`config.mk`:
```
export PLATFORM = sky130hd
export DESIGN_NAME = pcf_threshold
export DESIGN_NICKNAME = d
export VERILOG_FILES = /design/src/hw/rtl/pcf_pkg.sv /design/src/hw/rtl/pcf_threshold.sv
export SDC_FILE = /design/constraint.sdc
export NUM_CORES = 1
export LEC_CHECK = 0
export ABC_AREA = 1
export BUFFER_PORTS_ARGS = -buffer_cell sky130_fd_sc_hd__buf_2
export CORE_MARGIN = 8
export CORE_UTILIZATION = 48
export DETAILED_ROUTE_END_ITERATION = 10
export HOLD_SLACK_MARGIN = 0.12
export PLACE_DENSITY_LB_ADDON = 0.1
export RECOVER_POWER = 100
export SETUP_SLACK_MARGIN = 0.15
export SYNTH_ARGS = -nofsm -noshare
export SYNTH_HDL_FRONTEND = slang
export SYNTH_SLANG_ARGS = --single-unit
export TNS_END_PERCENT = 50
```
`constraint.sdc`:
```
create_clock -name clk_i -period 6.4 [get_ports clk_i]
set_input_delay 0.64 -clock clk_i [delete_from_list [all_inputs] [get_ports clk_i]]
set_output_delay 0.64 -clock clk_i [all_outputs]
set_load 0.01 [all_outputs]
```
`src/hw/rtl/pcf_pkg.sv`:
```
// ----------------------------------------------------------------------------
// pcf_pkg
// Shared types, codes and helpers of the posting count threshold filter.
// ----------------------------------------------------------------------------
package pcf_pkg;

  // Counter store geometry.
  localparam int ChunkEntries = 65536;
  localparam int AddrW        = $clog2(ChunkEntries);
  localparam int CountW       = 16;
  localparam int IdW          = 16;

  // Field and register widths.
  localparam int SkipW   = 8;
  localparam int MinW    = 8;
  localparam int PrefixW = 10;
  localparam int CombW   = 2;
  localparam int CfgIdxW = 2;
  localparam int CfgW    = 10;
  // Widest threshold product, min_overlap * (p-1) * (p-2).
  localparam int ProdW   = MinW + 2 * PrefixW;

  // Item commands.
  localparam logic CMD_ADD  = 1'b0;
  localparam logic CMD_TEST = 1'b1;

  // Register indexes.
  localparam logic [CfgIdxW-1:0] CFG_SKIP_WEIGHT = 2'd0;
  localparam logic [CfgIdxW-1:0] CFG_MIN_OVERLAP = 2'd1;
  localparam logic [CfgIdxW-1:0] CFG_PREFIX_LEN  = 2'd2;
  localparam logic [CfgIdxW-1:0] CFG_COMB_SIZE   = 2'd3;

  // Combination sizes; a zero code counts as singles.
  typedef enum logic [CombW-1:0] {
    COMB_SINGLE = 2'd1,
    COMB_PAIR   = 2'd2,
    COMB_TRIPLE = 2'd3
  } pcf_comb_e;

  // Settled configuration handed from the register block to the datapath.
  typedef struct packed {
    logic [SkipW-1:0] skip_weight;
    logic [CombW-1:0] comb;
    logic [ProdW-1:0] prod;
    logic             busy;
  } pcf_cfg_t;

  // The threshold is floor(prod / k) with k = 6, 2 or 1. A count c reaches
  // it exactly when prod <= k * c + (k - 1), so no division is needed.
  function automatic logic pcf_passes(logic [CombW-1:0] comb, logic [ProdW-1:0] prod,
                                      logic [CountW-1:0] count);
    logic [ProdW-1:0] c_w;
    logic [ProdW-1:0] lim;
    c_w = {{(ProdW-CountW){1'b0}}, count};
    case (comb)
      COMB_TRIPLE: lim = (c_w << 2) + (c_w << 1) + ProdW'(5);
      COMB_PAIR:   lim = (c_w << 1) + ProdW'(1);
      default:     lim = c_w;
    endcase
    return prod <= lim;
  endfunction

endpackage

```
`src/hw/rtl/pcf_threshold.sv`:
```
// ----------------------------------------------------------------------------
// pcf_threshold
// Configuration registers and the two-stage threshold product.
// ----------------------------------------------------------------------------
module pcf_threshold import pcf_pkg::*; (
  input  logic               clk_i,
  input  logic               rst_ni,
  input  logic               cfg_we_i,
  input  logic [CfgIdxW-1:0] cfg_index_i,
  input  logic [CfgW-1:0]    cfg_wdata_i,
  output pcf_cfg_t           cfg_o
);

  logic [SkipW-1:0]   skip_q;
  logic [MinW-1:0]    min_q;
  logic [PrefixW-1:0] prefix_q;
  logic [CombW-1:0]   comb_q;
  logic [PrefixW-1:0] p1, p2;
  logic [MinW+PrefixW-1:0] mp1_q;
  logic [PrefixW-1:0] p2_q;
  logic [MinW-1:0]    min_a_q;
  logic [CombW-1:0]   comb_a_q, comb_b_q;
  logic [ProdW-1:0]   prod_q;
  logic [1:0]         settle_q, settle_d;

  // Register writes.
  always_ff @(posedge clk_i or negedge rst_ni) begin
    if (!rst_ni) begin
      skip_q   <= SkipW'(1);
      min_q    <= MinW'(2);
      prefix_q <= PrefixW'(32);
      comb_q   <= COMB_SINGLE;
    end else if (cfg_we_i) begin
      unique case (cfg_index_i)
        CFG_SKIP_WEIGHT: skip_q   <= cfg_wdata_i[SkipW-1:0];
        CFG_MIN_OVERLAP: min_q    <= cfg_wdata_i[MinW-1:0];
        CFG_PREFIX_LEN:  prefix_q <= cfg_wdata_i[PrefixW-1:0];
        CFG_COMB_SIZE:   comb_q   <= cfg_wdata_i[CombW-1:0];
        default:         ;
      endcase
    end
  end

  // p-1 and p-2 stop at zero for short prefixes.
  assign p1 = (prefix_q >= PrefixW'(1)) ? prefix_q - PrefixW'(1) : '0;
  assign p2 = (prefix_q >= PrefixW'(2)) ? prefix_q - PrefixW'(2) : '0;

  // First stage: m * (p-1).
  always_ff @(posedge clk_i) begin
    mp1_q    <= {{PrefixW{1'b0}}, min_q} * {{MinW{1'b0}}, p1};
    p2_q     <= p2;
    min_a_q  <= min_q;
    comb_a_q <= comb_q;
  end

  // Second stage: pick the product that the combination size asks for.
  always_ff @(posedge clk_i) begin
    comb_b_q <= comb_a_q;
    case (comb_a_q)
      COMB_TRIPLE: prod_q <= {{PrefixW{1'b0}}, mp1_q} * {{(MinW+PrefixW){1'b0}}, p2_q};
      COMB_PAIR:   prod_q <= {{PrefixW{1'b0}}, mp1_q};
      default:     prod_q <= {{(2*PrefixW){1'b0}}, min_a_q};
    endcase
  end

  // Hold the input side off until a new setting has passed both stages.
  always_comb begin
    settle_d = settle_q;
    if (cfg_we_i) begin
      settle_d = 2'd2;
    end else if (settle_q != 2'd0) begin
      settle_d = settle_q - 2'd1;
    end
  end

  always_ff @(posedge clk_i or negedge rst_ni) begin
    if (!rst_ni) begin
      settle_q <= 2'd2;
    end else begin
      settle_q <= settle_d;
    end
  end

  assign cfg_o.skip_weight = skip_q;
  assign cfg_o.comb        = comb_b_q;
  assign cfg_o.prod        = prod_q;
  assign cfg_o.busy        = (settle_q != 2'd0);

endmodule

```
* After elaboration in Yosys (flattened, before gate mapping)
Index checks and enable logic that the tools add are counted.
Storage, ports and cells: input bits 15, flip-flop bits (word level) 98, bits in writable memories 0, logic and storage cells 34, ROM bits 0, bits in latches 0, output and inout bits 39, memories kept 0
Cells by class: bitwise operators 0, shift operators 0, reductions and logical operators 7, multiplexer cells 4, $lt $le $gt $ge 2, eq/ne operators 5, $mul 2, $add $sub $neg 3, divide/modulo/power cells 0
Operators with widths (count):
- $pmux 28 s2 | 1
- $mul 18x10->28 | 1
- $mul 8x10->18 | 1
- $ge 10x1->1 const B | 1
- $ge 10x2->1 const B | 1
- $mux 10 | 1
- $sub 10x1->10 const B | 1
- $sub 10x2->10 const B | 1
- $eq 2x2->1 const B | 4
- $reduce_and 2->1 | 4
- $mux 2 | 2
- $reduce_bool 2->1 | 2
- $eq 2x1->1 const B | 1
- $logic_not 2->1 | 1
- $sub 2x1->2 const B | 1

* Longest topological paths before layout
word-level depth 3, mapped depth 27, mapped depth without buffers 27

* Worst setup path after synthesis
OpenSTA, ideal clock, no wires.
kind flip-flop to flip-flop, start register p2_q[9], end register prod_q[25], slack 1.523 ns, cell stages (with the launch flop) 22, data arrival time 4.764 ns, buffers on the path 2, setup time 0.113 ns, data required time 6.287 ns, period minus slack after synthesis 4.877 ns, path through dfxtp_1 > clkbuf_1 > clkbuf_1 > nand2_1 > fa_1 > fa_1 > inv_1 > fa_1 > fa_1 > inv_1 > fa_1 > inv_1 > ha_1 > nand2_1 > nor2_1 > inv_1 > nor3_1 > nand2_1 > nand3_1 > nand2_1 > nand2_1 > nor2_1
On the way: longest elaborated chain between the ends 2
RTL lines:
- start, declared | line pcf_threshold.sv:20 | logic [PrefixW-1:0] p2_q;
- start signal, assigned | line pcf_threshold.sv:51 | p2_q <= p2;
- $mul 18x10->28 | line pcf_threshold.sv:60 | COMB_TRIPLE: prod_q <= {{PrefixW{1'b0}}, mp1_q} * {{(MinW+PrefixW){1'b0}}, p2_q};
- $pmux 28 s2 | line pcf_threshold.sv:59 | case (comb_a_q)
- end signal, assigned | line pcf_threshold.sv:60
- end signal, assigned | line pcf_threshold.sv:61 | COMB_PAIR: prod_q <= {{PrefixW{1'b0}}, mp1_q};
- end signal, assigned | line pcf_threshold.sv:62 | default: prod_q <= {{(2*PrefixW){1'b0}}, min_a_q};
- end, declared | line pcf_threshold.sv:23 | logic [ProdW-1:0] prod_q;
No other way between the ends. A chain may end at the register's enable or synchronous reset.

* Worst setup path in the final report
start register prefix_q[0], end register mp1_q[12]
On the way: longest elaborated chain between the ends 3, elaborated cells on any way between the ends 4, those cells by class 1 x add/sub; 1 x mul; 1 x order compare; 1 x mux
RTL lines:
- start, declared | line pcf_threshold.sv:16 | logic [PrefixW-1:0] prefix_q;
- start signal, assigned | line pcf_threshold.sv:31 | prefix_q <= PrefixW'(32);
- start signal, assigned | line pcf_threshold.sv:37 | CFG_PREFIX_LEN: prefix_q <= cfg_wdata_i[PrefixW-1:0];
- $sub 10x1->10 / $ge 10x1->1 (equally long branches) | line pcf_threshold.sv:45 | assign p1 = (prefix_q >= PrefixW'(1)) ? prefix_q - PrefixW'(1) : '0;
- $mux 10 (*) | line pcf_threshold.sv:45
- $mul 8x10->18 (*) | line pcf_threshold.sv:50 | mp1_q <= {{PrefixW{1'b0}}, min_q} * {{MinW{1'b0}}, p1};
- end signal, assigned | line pcf_threshold.sv:50
- end, declared | line pcf_threshold.sv:19 | logic [MinW+PrefixW-1:0] mp1_q;
Every way passes the cells marked *; elsewhere a longest branch is shown, timed or not.

==> key figures <==
Synth
  – Area leader, netlist: fa_1
  – Cells after Synth: 1656
  – FF+latch count, synth: 98
  – Synth Area in Adders: 39.2%
  – Synth warnings: 0
  – Synth Flop Type: dfxtp_1
  – Cell area after synthesis: 12300 sq um
  – Post-Synth Simple-Gate Area: 22.8%
  – Register area share after synthesis: 17.3%
  – Compound-Gate Fraction of Synth Area: 5.03%
  – Largest family of logic cells by synthesized area: adder cells
  – Synth area leaders: fa_1 (28%), nand2_1 (14%), inv_1 (12%), dfxtp_1 (11%), ha_1 (11%)
  – Synth cell types: 41
  – Xor/xnor share of the synthesized area: 1.63%
  – Multiplexer share of the synthesized area: 0%
  – Fraction of registers with async set/reset: 30.6%
  – Synthesized Nets: 1951
  – Syn avg cell area: 7.41 sq um
  – Top cells by count, synth: nand2_1 (458), inv_1 (394), fa_1 (174)
  – Most common cell in the netlist: nand2_1
  – Top cell type's share of synthesized area: 28.4%
  – Number of synthesized flops with an enable pin: 0

Die
  – Row count: 58
  – I/O pins: 54
  – Core ar.: 25200 sq um
  – Starting Density: 48.8%
  – Overall die area: 30900 sq um
  – Horiz. Die Dim: 176 um
  – Chip height: 176 um

Clock network
  – Clock Path Buffers: 2
  – Post-CTS Resized: 0
  – CTS Root Cell: clkbuf_16
  – Sink Count: 98
  – Cts hold-fix bufs: 0
  – TritonCTS Buffers: 9
  – H-tree levels: 3
  – CTS tree: done
  – Post-CTS Setup Repair Bufs: 0
  – Worst skew pair latency: 350 ps
  – Clock-pin slew on the worst setup and hold paths: 80 ps

Place
  – Routability cong.: 0.903
  – DP HPWL: 27.3 mm
  – Cells after DPL: 2008
  – Port Buf Inserts: 53

Routing
  – Post-Route WL: 32.9 mm
  – WL/cell: 16.3 um
  – Vias per cell: 5.03
  – 1st-pass router iterations: 5
  – Vias: 10200
  – Met2 WL: 17.2 mm
  – Routed wl met3: 1.08 mm
  – Residual DRC: 0
  – Highest metal used: met4
  – DRT iter0 DRCs: 541
  – M1 WL: 13.8 mm
  – ANT nets after route: 0

Global routing
  – Number of global-route vias before repair: 10900
  – Total GRT Usage: 22.7%
  – Global route overflow: 0
  – Initial antenna violation count: 0
  – First-pass GRT wire length: 56.0 mm
  – Largest net degree at the start of global routing: 31

Finish
  – Share of layout cells above drive strength 1: 4.55%
  – Fin nets: 1984
  – Fin cells: 2024
  – Area of the multi-input gates: 8400 sq um
  – Area grow syn2layout: 6.78%
  – Diodes inserted: 0
  – Register area: 2120 sq um
  – # fillers: 2569

STA
  – Total Neg Setup Slack: 0 ps
  – Max Freq: 177 MHz
  – Endpoints failing hold: 0
  – Max Slew Vio Count: 31
  – Tcrit/Tclk final: 88.3%
  – Worst Skew: 17.9 ps
  – Worst Tran Pin Value: 1590 ps
  – Final setup viols: 0
  – Headroom to the max-slew limit: -5.74%
  – RSZ-0062 raised after global routing: no
  – Fin crit period: 5650 ps
  – Hold_ws: 395 ps

Setup path
  – Critical Path RT: 6640 ps
  – Critical path arrival: 5900 ps
  – CP Capture Type: flop
  – WS Path Type: flop to flop
  – Largest fanout on the critical path: 9
  – Register-to-register path setup slack: 750 ps
  – Reg2reg path depth: 21
  – Worst Setup Start Kind: flop
  – FF-to-FF End: mp1_q[12]
  – FF-to-FF Start: prefix_q[0]

Run
  – Max-cap violations: 1

Outcome
  – Failing checks: capacitance limit, slew limit
  – Status: complete, but fails checks

Min path
  – Worst Hold Path EP: comb_a_q[1]
  – HP Class: flop to flop
  – Hold wc startpoint: comb_q[1]
  – Hold Path Cell Cnt: 0
## per-stage QoR
stage                     utilization [%]  setup slack [ps]  instance area [sq um]
after floorplan                         -              1520                  12300
after global placement               51.2               906                  12900
after detailed placement             51.2               841                  12900
after CTS                            52.4               804                  13200
after global routing                 52.1               446                  13100
final                                52.1               746                  13100
## flip-flops by register name, summed over array words and instances (netlist names)
name / count
min_q: 8
skip_q: 8
p2_q: 10
prefix_q: 10
comb_a_q: 2
min_a_q: 8
mp1_q: 18
prod_q: 28
comb_b_q: 2
comb_q: 2
settle_q: 2
## routing by layer
layer / vias up / global-route usage [%]
met4: 0 / 6.89
met1: 4962 / 27.3
met3: 47 / 1.72
met5: - / 0
li1: 4921 / -
met2: 246 / 42.3
## worst max-delay path, stage by stage (launching register included)
cell	delay (ps)
dfrtp_1	550
inv_1	190
ha_1	310
nand2_1	220
nor2_8	50
nand2_1	340
nand2_1	320
inv_1	190
nand2_1	90
fa_1	520
fa_1	540
inv_1	50
fa_1	480
inv_1	50
fa_1	470
inv_1	40
ha_1	330
a21oi_1	280
o21ai_0	150
a21oi_1	140
nand2_1	70
xor2_1	150
## kinds of logic (layout without fill, tap and decap cells)
logic type               Yosys count  count (layout)
AND/OR/NAND/NOR                  684             684
buffers and inverters            457             495
adder cells (fa/ha/maj)          280             280
AO/OA/AOI/OAI                    115             115
flip-flops                        98              98
XOR/XNOR                          22              22
## layout make-up
class,instances,area share (%)
Multi-Input combinational cell,1101,64.1
Sequential cell,98,16.2
Inverter,412,11.9
Tap cell,330,3.15
Timing Repair Buffer,67,2.43
Clock buffer,10,1.75
Clock inverter,6,0.554
## cell usage in the layout (no fill, tap or decap), drive strengths merged, types with 26 or more instances in the layout
cell	netlist	layout
a21oi	49	49
buf	3	26
clkbuf	42	51
dfxtp	68	68
fa	174	174
ha	106	106
inv	405	408
nand2	465	465
nand3	52	52
nor2	141	141
o21ai	52	52
## worst max path at each step
stage,to,cells past startpoint,startpoint
floorplan,prod_q[25],21,p2_q[9]
global placement,prod_q[14],21,p2_q[9]
detailed placement,prod_q[13],21,p2_q[3]
CTS,prod_q[13],21,p2_q[3]
global route,mp1_q[9],19,prefix_q[0]
finish,mp1_q[12],21,prefix_q[0]
Power is left out: the tool's default activity adds up to more than one toggle a clock period on the data nets, which glitch-free logic cannot reach.
